## src/design/assert_macros.svh

```systemverilog
// Assertion helpers shared by the RTL.
`ifndef ASSERT_MACROS_SVH
`define ASSERT_MACROS_SVH

// Check a property on every clock edge outside reset.
`define BCC_ASSERT(lbl, prop, msg) \
  lbl: assert property (@(posedge clk_i) disable iff (!rst_ni) (prop)) else $error(msg);

// Check a property on every clock edge, reset included.
`define BCC_ASSERT_ALWAYS(lbl, prop, msg) \
  lbl: assert property (@(posedge clk_i) (prop)) else $error(msg);

`endif

```

## src/design/bcc_pkg.sv

```systemverilog
package bcc_pkg;

  // Field widths of the word formats
  localparam int unsigned CMD_W      = 2;
  localparam int unsigned STAMP_W    = 32;
  localparam int unsigned ADC_W      = 12;
  localparam int unsigned EVENT_W    = 3;
  localparam int unsigned LONG_W     = 16;
  localparam int unsigned WINDOW_W   = 10;
  localparam int unsigned APB_ADDR_W = 4;
  localparam int unsigned APB_DATA_W = 32;

  // Default module parameters
  localparam int unsigned TIME_WIDTH_DEF   = 32;
  localparam int unsigned SAMPLE_WIDTH_DEF = 12;

  // Fixed timings and reset values
  localparam logic [LONG_W-1:0]   REPEAT_DELAY_MS = 16'd700;
  localparam logic [LONG_W-1:0]   LONG_PRESS_RST  = 16'd1000;
  localparam logic [WINDOW_W-1:0] WINDOW_RST      = 10'd280;

  typedef enum logic [CMD_W-1:0] {
    CMD_POLL     = 2'd0,
    CMD_DEADLINE = 2'd1,
    CMD_CANCEL   = 2'd2,
    CMD_RESYNC   = 2'd3
  } bcc_cmd_e;

  typedef enum logic [EVENT_W-1:0] {
    EV_NONE   = 3'd0,
    EV_CLICK  = 3'd1,
    EV_DOUBLE = 3'd2,
    EV_TRIPLE = 3'd3,
    EV_LONG   = 3'd4
  } bcc_event_e;

  typedef enum logic [1:0] {
    REG_LONG_PRESS = 2'd0,
    REG_WINDOW     = 2'd1,
    REG_ACTIVE_LOW = 2'd2,
    REG_THRESHOLD  = 2'd3
  } bcc_reg_e;

  typedef struct packed {
    bcc_cmd_e           cmd;
    logic               level;
    logic [ADC_W-1:0]   analog_sample;
    logic [STAMP_W-1:0] now_ms;
    logic               auto_repeat;
    logic [STAMP_W-1:0] immediate_until;
    logic               suppress;
  } bcc_in_t;

  typedef struct packed {
    bcc_event_e event_res;
    logic       pressed;
  } bcc_out_t;

  typedef struct packed {
    logic [LONG_W-1:0]   long_press_ms;
    logic [WINDOW_W-1:0] click_gap_ms;
    logic                active_low;
    logic [ADC_W-1:0]    adc_threshold;
  } bcc_cfg_t;

endpackage

```

## src/design/button_click_classifier.sv

```systemverilog
// Channel   Direction  Handshake                Word
// -------   ---------  -----------------------  ---------------------------
// in        sink       in_valid_i / in_stall_o  bcc_in_t  (command, sample)
// out       source     out_valid_o / out_stall_i bcc_out_t (event, pressed)
// config    APB slave  psel/penable/pready      4 registers at 4*index
//
// One word per cycle while the output is not stalled: a word lands in the
// input register, is classified against the click state and moves into
// the result register, so out_valid_o rises once it reaches that register.
// Reset clears the click state, both valid flags and loads the register
// defaults. A stall on the output holds the result register, and the input
// register stalls only while it holds a word and the result cannot move.
`include "assert_macros.svh"

module button_click_classifier
  import bcc_pkg::*;
#(
  parameter int unsigned TIME_WIDTH   = TIME_WIDTH_DEF,
  parameter int unsigned SAMPLE_WIDTH = SAMPLE_WIDTH_DEF
) (
  input  logic                  clk_i,
  input  logic                  rst_ni,
  input  logic                  in_valid_i,
  output logic                  in_stall_o,
  input  bcc_in_t               in_word_i,
  output logic                  out_valid_o,
  input  logic                  out_stall_i,
  output bcc_out_t              out_word_o,
  input  logic                  psel,
  input  logic                  penable,
  input  logic                  pwrite,
  input  logic [APB_ADDR_W-1:0] paddr,
  input  logic [APB_DATA_W-1:0] pwdata,
  output logic [APB_DATA_W-1:0] prdata,
  output logic                  pready
);

  localparam int unsigned TW = TIME_WIDTH;
  localparam logic [15:0] SMASK = 16'((32'd1 << SAMPLE_WIDTH) - 32'd1);

  bcc_cfg_t cfg;

  bcc_cfg u_cfg (
    .clk_i   (clk_i),
    .rst_ni  (rst_ni),
    .psel    (psel),
    .penable (penable),
    .pwrite  (pwrite),
    .paddr   (paddr),
    .pwdata  (pwdata),
    .prdata  (prdata),
    .pready  (pready),
    .cfg_o   (cfg)
  );

  // Pipeline control
  bcc_in_t  in_q;
  logic     in_vq;
  logic     out_vq;
  bcc_out_t out_q;
  logic     adv;
  logic     fire;

  assign adv        = !out_vq || !out_stall_i;
  assign fire       = in_vq && adv;
  assign in_stall_o = in_vq && !adv;

  // Click state
  logic          prev_q, prev_d;
  logic [TW-1:0] press_time_q, press_time_d;
  logic          press_valid_q, press_valid_d;
  logic          cancel_q, cancel_d;
  logic [1:0]    count_q, count_d;
  logic [TW-1:0] last_click_q, last_click_d;
  logic          pending_q, pending_d;
  logic [TW-1:0] deadline_q, deadline_d;
  bcc_out_t      res;

  // Classify the word in the input register
  always_comb begin
    logic [15:0]   smp;
    logic [15:0]   thr;
    logic          btn;
    logic          pr;
    logic [TW-1:0] now;
    logic [TW-1:0] dd;
    logic          immediate;
    logic          counts;
    bcc_event_e    ev;

    smp = 16'(in_q.analog_sample) & SMASK;
    thr = 16'(cfg.adc_threshold) & SMASK;
    now = TW'(64'(in_q.now_ms));
    if (thr != '0) begin
      btn = smp < thr;
      pr  = btn;
    end else begin
      btn = in_q.level;
      pr  = cfg.active_low ? !in_q.level : in_q.level;
    end

    prev_d        = prev_q;
    press_time_d  = press_time_q;
    press_valid_d = press_valid_q;
    cancel_d      = cancel_q;
    count_d       = count_q;
    last_click_d  = last_click_q;
    pending_d     = pending_q;
    deadline_d    = deadline_q;
    ev            = EV_NONE;
    dd            = deadline_q - now;
    immediate     = 1'b0;
    counts        = 1'b0;

    case (in_q.cmd)
      CMD_DEADLINE: begin
        deadline_d = TW'(64'(in_q.immediate_until));
      end
      CMD_CANCEL: begin
        cancel_d      = 1'b1;
        press_valid_d = 1'b0;
        press_time_d  = '0;
        count_d       = '0;
        last_click_d  = '0;
        pending_d     = 1'b0;
      end
      CMD_RESYNC: begin
        prev_d        = btn;
        cancel_d      = in_q.suppress;
        press_valid_d = !in_q.suppress && pr;
        press_time_d  = press_valid_d ? now : '0;
        count_d       = '0;
        last_click_d  = '0;
        pending_d     = 1'b0;
      end
      default: begin
        // Press or release edge
        if (btn != prev_q) begin
          if (pr) begin
            press_time_d  = now;
            press_valid_d = 1'b1;
          end else begin
            immediate = (cfg.click_gap_ms == '0) ||
                        (deadline_q != '0 && dd != '0 && !dd[TW-1]);
            counts    = (cfg.long_press_ms == '0) ||
                        (press_valid_q &&
                         ((now - press_time_q) < TW'(cfg.long_press_ms)));
            if (counts) begin
              if (immediate) begin
                if (!cancel_q) begin
                  ev         = EV_CLICK;
                  deadline_d = '0;
                end
                count_d      = '0;
                last_click_d = '0;
                pending_d    = 1'b0;
              end else begin
                if (count_q != 2'd3) count_d = count_q + 2'd1;
                last_click_d = now;
                pending_d    = 1'b1;
              end
            end
            press_valid_d = 1'b0;
            press_time_d  = '0;
          end
          prev_d = btn;
        end
        if (!pr) cancel_d = 1'b0;

        // Long press, dropped when clicks are still pending
        if (cfg.long_press_ms != '0 && press_valid_d &&
            (now - press_time_d) >= TW'(cfg.long_press_ms)) begin
          if (pending_d) begin
            cancel_d = 1'b1;
          end else begin
            ev = EV_LONG;
          end
          press_valid_d = 1'b0;
          press_time_d  = '0;
          count_d       = '0;
          last_click_d  = '0;
          pending_d     = 1'b0;
        end

        // Auto-repeat while held
        if (press_valid_d && in_q.auto_repeat &&
            (now - press_time_d) >= TW'(REPEAT_DELAY_MS)) begin
          ev = EV_CLICK;
        end

        // Close the multi-click window
        if (pending_d && !press_valid_d &&
            (now - last_click_d) >= TW'(cfg.click_gap_ms)) begin
          ev           = (count_d == 2'd0) ? EV_TRIPLE : bcc_event_e'(EVENT_W'(count_d));
          count_d      = '0;
          last_click_d = '0;
          pending_d    = 1'b0;
        end
      end
    endcase

    res.event_res = ev;
    res.pressed   = pr;
  end

  // Input register
  always_ff @(posedge clk_i or negedge rst_ni) begin
    if (!rst_ni) begin
      in_vq <= 1'b0;
    end else if (!in_stall_o) begin
      in_vq <= in_valid_i;
    end
  end

  always_ff @(posedge clk_i) begin
    if (in_valid_i && !in_stall_o) begin
      in_q <= in_word_i;
    end
  end

  // Advance click state on each classified word
  always_ff @(posedge clk_i or negedge rst_ni) begin
    if (!rst_ni) begin
      prev_q        <= 1'b0;
      press_time_q  <= '0;
      press_valid_q <= 1'b0;
      cancel_q      <= 1'b0;
      count_q       <= '0;
      last_click_q  <= '0;
      pending_q     <= 1'b0;
      deadline_q    <= '0;
    end else if (fire) begin
      prev_q        <= prev_d;
      press_time_q  <= press_time_d;
      press_valid_q <= press_valid_d;
      cancel_q      <= cancel_d;
      count_q       <= count_d;
      last_click_q  <= last_click_d;
      pending_q     <= pending_d;
      deadline_q    <= deadline_d;
    end
  end

  // Result register
  always_ff @(posedge clk_i or negedge rst_ni) begin
    if (!rst_ni) begin
      out_vq <= 1'b0;
    end else if (adv) begin
      out_vq <= in_vq;
    end
  end

  always_ff @(posedge clk_i) begin
    if (fire) begin
      out_q <= res;
    end
  end

  assign out_valid_o = out_vq;
  assign out_word_o  = out_q;

  `BCC_ASSERT_ALWAYS(a_pready_high, pready, "pready dropped")
  `BCC_ASSERT(a_count_pending, (count_q != 2'd0) == pending_q, "count without pending")
  `BCC_ASSERT(a_press_time_clear, press_valid_q || (press_time_q == '0), "stale press time")
  `BCC_ASSERT(a_stall_cause, in_stall_o |-> (out_vq && out_stall_i), "needless input stall")
  `BCC_ASSERT(a_fire_lands, fire |=> out_vq, "word lost before result register")

endmodule

```

## src/design/bcc_cfg.sv

```systemverilog
module bcc_cfg
  import bcc_pkg::*;
(
  input  logic                  clk_i,
  input  logic                  rst_ni,
  input  logic                  psel,
  input  logic                  penable,
  input  logic                  pwrite,
  input  logic [APB_ADDR_W-1:0] paddr,
  input  logic [APB_DATA_W-1:0] pwdata,
  output logic [APB_DATA_W-1:0] prdata,
  output logic                  pready,
  output bcc_cfg_t              cfg_o
);

  bcc_cfg_t cfg_q;
  bcc_reg_e sel;
  logic     wr_en;

  assign pready = 1'b1;
  assign sel    = bcc_reg_e'(paddr[3:2]);
  assign wr_en  = psel && penable && pwrite;

  // Write the addressed register on the access cycle
  always_ff @(posedge clk_i or negedge rst_ni) begin
    if (!rst_ni) begin
      cfg_q.long_press_ms <= LONG_PRESS_RST;
      cfg_q.click_gap_ms  <= WINDOW_RST;
      cfg_q.active_low    <= 1'b0;
      cfg_q.adc_threshold <= '0;
    end else if (wr_en) begin
      case (sel)
        REG_LONG_PRESS: cfg_q.long_press_ms <= pwdata[LONG_W-1:0];
        REG_WINDOW:     cfg_q.click_gap_ms  <= pwdata[WINDOW_W-1:0];
        REG_ACTIVE_LOW: cfg_q.active_low    <= pwdata[0];
        REG_THRESHOLD:  cfg_q.adc_threshold <= pwdata[ADC_W-1:0];
        default: ;
      endcase
    end
  end

  // Read back the addressed register
  always_comb begin
    case (sel)
      REG_LONG_PRESS: prdata = APB_DATA_W'(cfg_q.long_press_ms);
      REG_WINDOW:     prdata = APB_DATA_W'(cfg_q.click_gap_ms);
      REG_ACTIVE_LOW: prdata = APB_DATA_W'(cfg_q.active_low);
      REG_THRESHOLD:  prdata = APB_DATA_W'(cfg_q.adc_threshold);
      default:        prdata = '0;
    endcase
  end

  assign cfg_o = cfg_q;

endmodule
```

## config.mk

```make
export PLATFORM = sky130hd
export DESIGN_NAME = button_click_classifier
export DESIGN_NICKNAME = d
export VERILOG_FILES = /design/src/design/bcc_pkg.sv /design/src/design/button_click_classifier.sv /design/src/design/bcc_cfg.sv
export VERILOG_INCLUDE_DIRS = /design/src /design/src/design
export SDC_FILE = /design/constraint.sdc
export NUM_CORES = 1
export LEC_CHECK = 0
export ABC_AREA = 1
export BUFFER_PORTS_ARGS = -buffer_cell sky130_fd_sc_hd__buf_2
export CORE_MARGIN = 2
export CORE_UTILIZATION = 60
export DETAILED_ROUTE_END_ITERATION = 8
export HOLD_SLACK_MARGIN = 0.02
export PLACE_DENSITY_LB_ADDON = 0.3
export RECOVER_POWER = 25
export SETUP_SLACK_MARGIN = 0.02
export SLEW_MARGIN = 5
export SYNTH_ARGS = -nofsm -noshare
export SYNTH_HDL_FRONTEND = slang
export SYNTH_SLANG_ARGS = --single-unit
```

## constraint.sdc

```tcl
create_clock -name clk_i -period 11.7 [get_ports clk_i]
set_input_delay 2.34 -clock clk_i [delete_from_list [all_inputs] [get_ports clk_i]]
set_output_delay 2.34 -clock clk_i [all_outputs]
set_load 0.05 [all_outputs]
```

==> impl_metrics.csv <==
group,metric,value,unit
outcome,status,"complete, but fails checks",
outcome,violations,"capacitance limit, slew limit",
setup_path,crit_arrival,11.48,ns
global_route,grt_max_degree,82,
cts,path_clk_slew,0.06,ns
worst_hold_path,hold_start,"in_vq",
power_and_ir_drop,p_per_area,226,nW/um^2
final_layout,final_common_cell,"nand2_1",
cts,ctsHoldBuffers,0,
drt,ant_nets,0,
global_route,gr-total-overflow,0,
cts,htreeDepth,1,
setup_path,cp_max_fo,33,
timing,finalHoldViolCount,0,
global_route,grt_pass1_vias,18800,
setup_path,path_class,"reg2reg",
cts,root_buffer,"clkbuf_16",
power_and_ir_drop,peakVddDrop,0.000153,V
floorplan,ios,163,
setup_path,reg2reg_to,"last_click_q[27]",
power_and_ir_drop,p_sw,2.43,mW
power_and_ir_drop,power,4.94,mW
cts,cts_max_path_buffers,3,
timing,maxSlewHeadroom,-1.47,
setup_path,start_kind,"flip-flop",
final_layout,layout-drive-gt1-share,0.0993,
synthesis,ys_seq_area_frac,0.308,
drt,drt_wl_total,60.6,mm
power_and_ir_drop,internal_power,2.51,mW
cts,cts_buffers,27,
timing,setup_viol,0,
setup_path,slowest_stage,"inv_2",
drt,drtIter0Drc,1740,
cts,cts.sinks,228,
floorplan,dieArea,34700,sq um
global_route,antenna_found_initial,0,
synthesis,synth_area,19900,sq um
final_layout,fillers,2814,
flow_run,maxCapViolCount,1,
final_layout,seqCellArea,6140,sq um
synthesis,yosysWarnings,0,
power_and_ir_drop,combPwrFrac,0.597,
synthesis,ys_ff_latch,228,
worst_hold_path,whs_path_depth,2,
drt,dr.pass1.iters,8,
setup_path,critPathMaxStageDelay,0.49,ns
cts,postCtsSetupBuffers,0,
floorplan,fp.coreArea,32600,sq um
timing,rsz0062_at_grt,"no",
power_and_ir_drop,leakagePower,10.2,nW
timing,min_period,11.01,ns
timing,setup-tns-final,0,ns
timing,drv_slew,64,
timing,fmax,90.8,MHz
worst_hold_path,hold_end,"out_valid_o",
timing,tightest_slew,3.71,ns
setup_path,rrSetupSlack,0.69,ns
drt,wl_per_cell,18.5,um
final_layout,multiInputGateArea,12100,sq um
place,dp_hpwl,47.3,mm
final_layout,final_cell_mix,"nand2_1 (587), inv_1 (356), a21oi_1 (213), o21ai_0 (213), ha_1 (211)",
power_and_ir_drop,p_seq_frac,0.224,
synthesis,synth_area_leaders,"dfrtp_1 (17%), ha_1 (13%), edfxtp_1 (13%)",
synthesis,synth_cell_type_count,54,
setup_path,path_common_cell,"nand2_1",
timing,fin_crit_sh,0.941,
global_route,grt_pass1_wl,95.2,mm
setup_path,cp.required,12.17,ns
cts,cts.repair.resized,0,
drt,drc,0,
synthesis,yosysTopAreaCell,"dfrtp_1",
drt,vias_per_cell,5.94,
cts,cts_tree,"yes",
floorplan,die_h,186,um
setup_path,end_kind,"flip-flop",
floorplan,die_w,186,um
synthesis,synth_top_area_share,0.168,
place,place.gp.congestion,0.951,
global_route,grt_use_total,0.350,
power_and_ir_drop,clockPowerShare,0.178,
final_layout,utilization,0.669,
timing,fin_worst_skew,0.0208,ns
floorplan,start_util,0.611,
place,io_buffers,127,
setup_path,r2r_cells,63,
final_layout,num_antenna_cells,0,
place,dpl_cell_area,20900,sq um
setup_path,r2r-start,"u_cfg.cfg_o[11]",
cts,worst_skew_pair.late_latency,0.58,ns
floorplan,rows,66,
final_layout,area_growth,9.40,%
final_layout,nNetsFinal,3150,
power_and_ir_drop,switching_share,0.492,
drt,vias,19500,
worst_hold_path,hold_class,"reg2reg",
synthesis,avgSynthCellArea,7.37,sq um
synthesis,netlist_instances,2704,
final_layout,finalInstanceArea,21800,sq um
[worst max-delay path, delay by kind of cell (launching register included)]
family                     cells  cell delay, ns
AOI/OAI and AO/OA             11            2.61
xor gates and xnor gates       2            0.29
adders and majority gates      5            1.60
buffers and inverters          3            0.67
DFF                            1            0.37
and+or+nand+nor               42            5.31
[metrics by stage]
step	hold slack (ns)	std cells	setup slack, ns
2_1_floorplan	0.434	2719	2.94
3_3_place_gp	0.441	3223	1.15
3_5_place_dp	0.447	3223	0.804
4_1_cts	0.460	3273	0.774
6_report	0.459	3273	0.690
5_1_grt	0.488	3273	0.100
[cell type report]
type | instances | area share
Inverter | 372 | 0.0641
Clock buffer | 36 | 0.0339
Timing Repair Buffer | 138 | 0.0335
Multi-Input combinational cell | 2043 | 0.553
Sequential cell | 228 | 0.282
Clock inverter | 14 | 0.00843
Tap cell | 442 | 0.0254
[synth_stat cells, drive strengths merged]
library cell and count:
a2111oi 1, a211oi 7, a21boi 10, a21o 13
a21oi 214, a221oi 2, a31oi 7, a41oi 1
and3 3, buf 30, clkbuf 46, clkinv 1
conb 2, dfrtp 134, dfstp 9, edfxtp 85
fa 5, ha 211, inv 371, nand2 609
nand3 178, nand3b 7, nand4 44, nor2 183
nor3 38, nor3b 3, nor4 16, o211ai 9
o21a 13, o21ai 264, o21bai 8, o221a 2
o221ai 46, o22ai 4, o31a 1, o31ai 3
or2 9, xnor2 50, xor2 65
[per-layer routing]
layer / wire length, um / up-vias / GRT usage
met3: 5410 / 157 / 0.0722
met1: 24700 / 9121 / 0.447
met5: 0 / - / 0
li1: - / 9355 / -
met4: 2430 / 0 / 0.135
met2: 28100 / 823 / 0.583
[cell families (layout without fill, tap and decap cells)]
kind of cell | Yosys count | count (layout) | synth area share
simple gates | 1090 | 1090 | 0.236
compound gates | 605 | 605 | 0.177
buf+inv | 448 | 560 | 0.0901
flops | 228 | 228 | 0.308
fa+ha+maj | 216 | 216 | 0.137
xor+xnor | 115 | 115 | 0.0505
other cells | 2 | 17 | 0.000377
[power groups by stage]
stage	clock [mW]	combinational [mW]	sequential, mW
after detailed placement	0	2.87	1.12
final	0.881	2.95	1.11
after floorplan	0	2.17	1.08
after global placement	0	2.79	1.11
after global routing	0.920	3.29	1.12
after CTS	0.888	2.89	1.10
[how the worst max path moves through the flow]
stage	startpoint	end	slack (ns)	depth (start not counted)
after floorplan	u_cfg.cfg_o[11]	out_word_o[1]	2.94	69
after global placement	u_cfg.cfg_o[11]	last_click_q[27]	1.15	61
after detailed placement	u_cfg.cfg_o[11]	last_click_q[27]	0.80	62
after CTS	u_cfg.cfg_o[11]	last_click_q[27]	0.77	62
after global routing	u_cfg.cfg_o[11]	last_click_q[26]	0.10	65
final	u_cfg.cfg_o[11]	last_click_q[27]	0.69	63
[state kept, by name, summed over array words and instances, names as in the netlist, 2 cells and up]
signal        flops
press_time_q     32
count_q           2
out_word_o        4
last_click_q     32
u_cfg.cfg_o      39
in_q             81
deadline_q       32
Note: power is estimated with default switching activity, not from simulation.
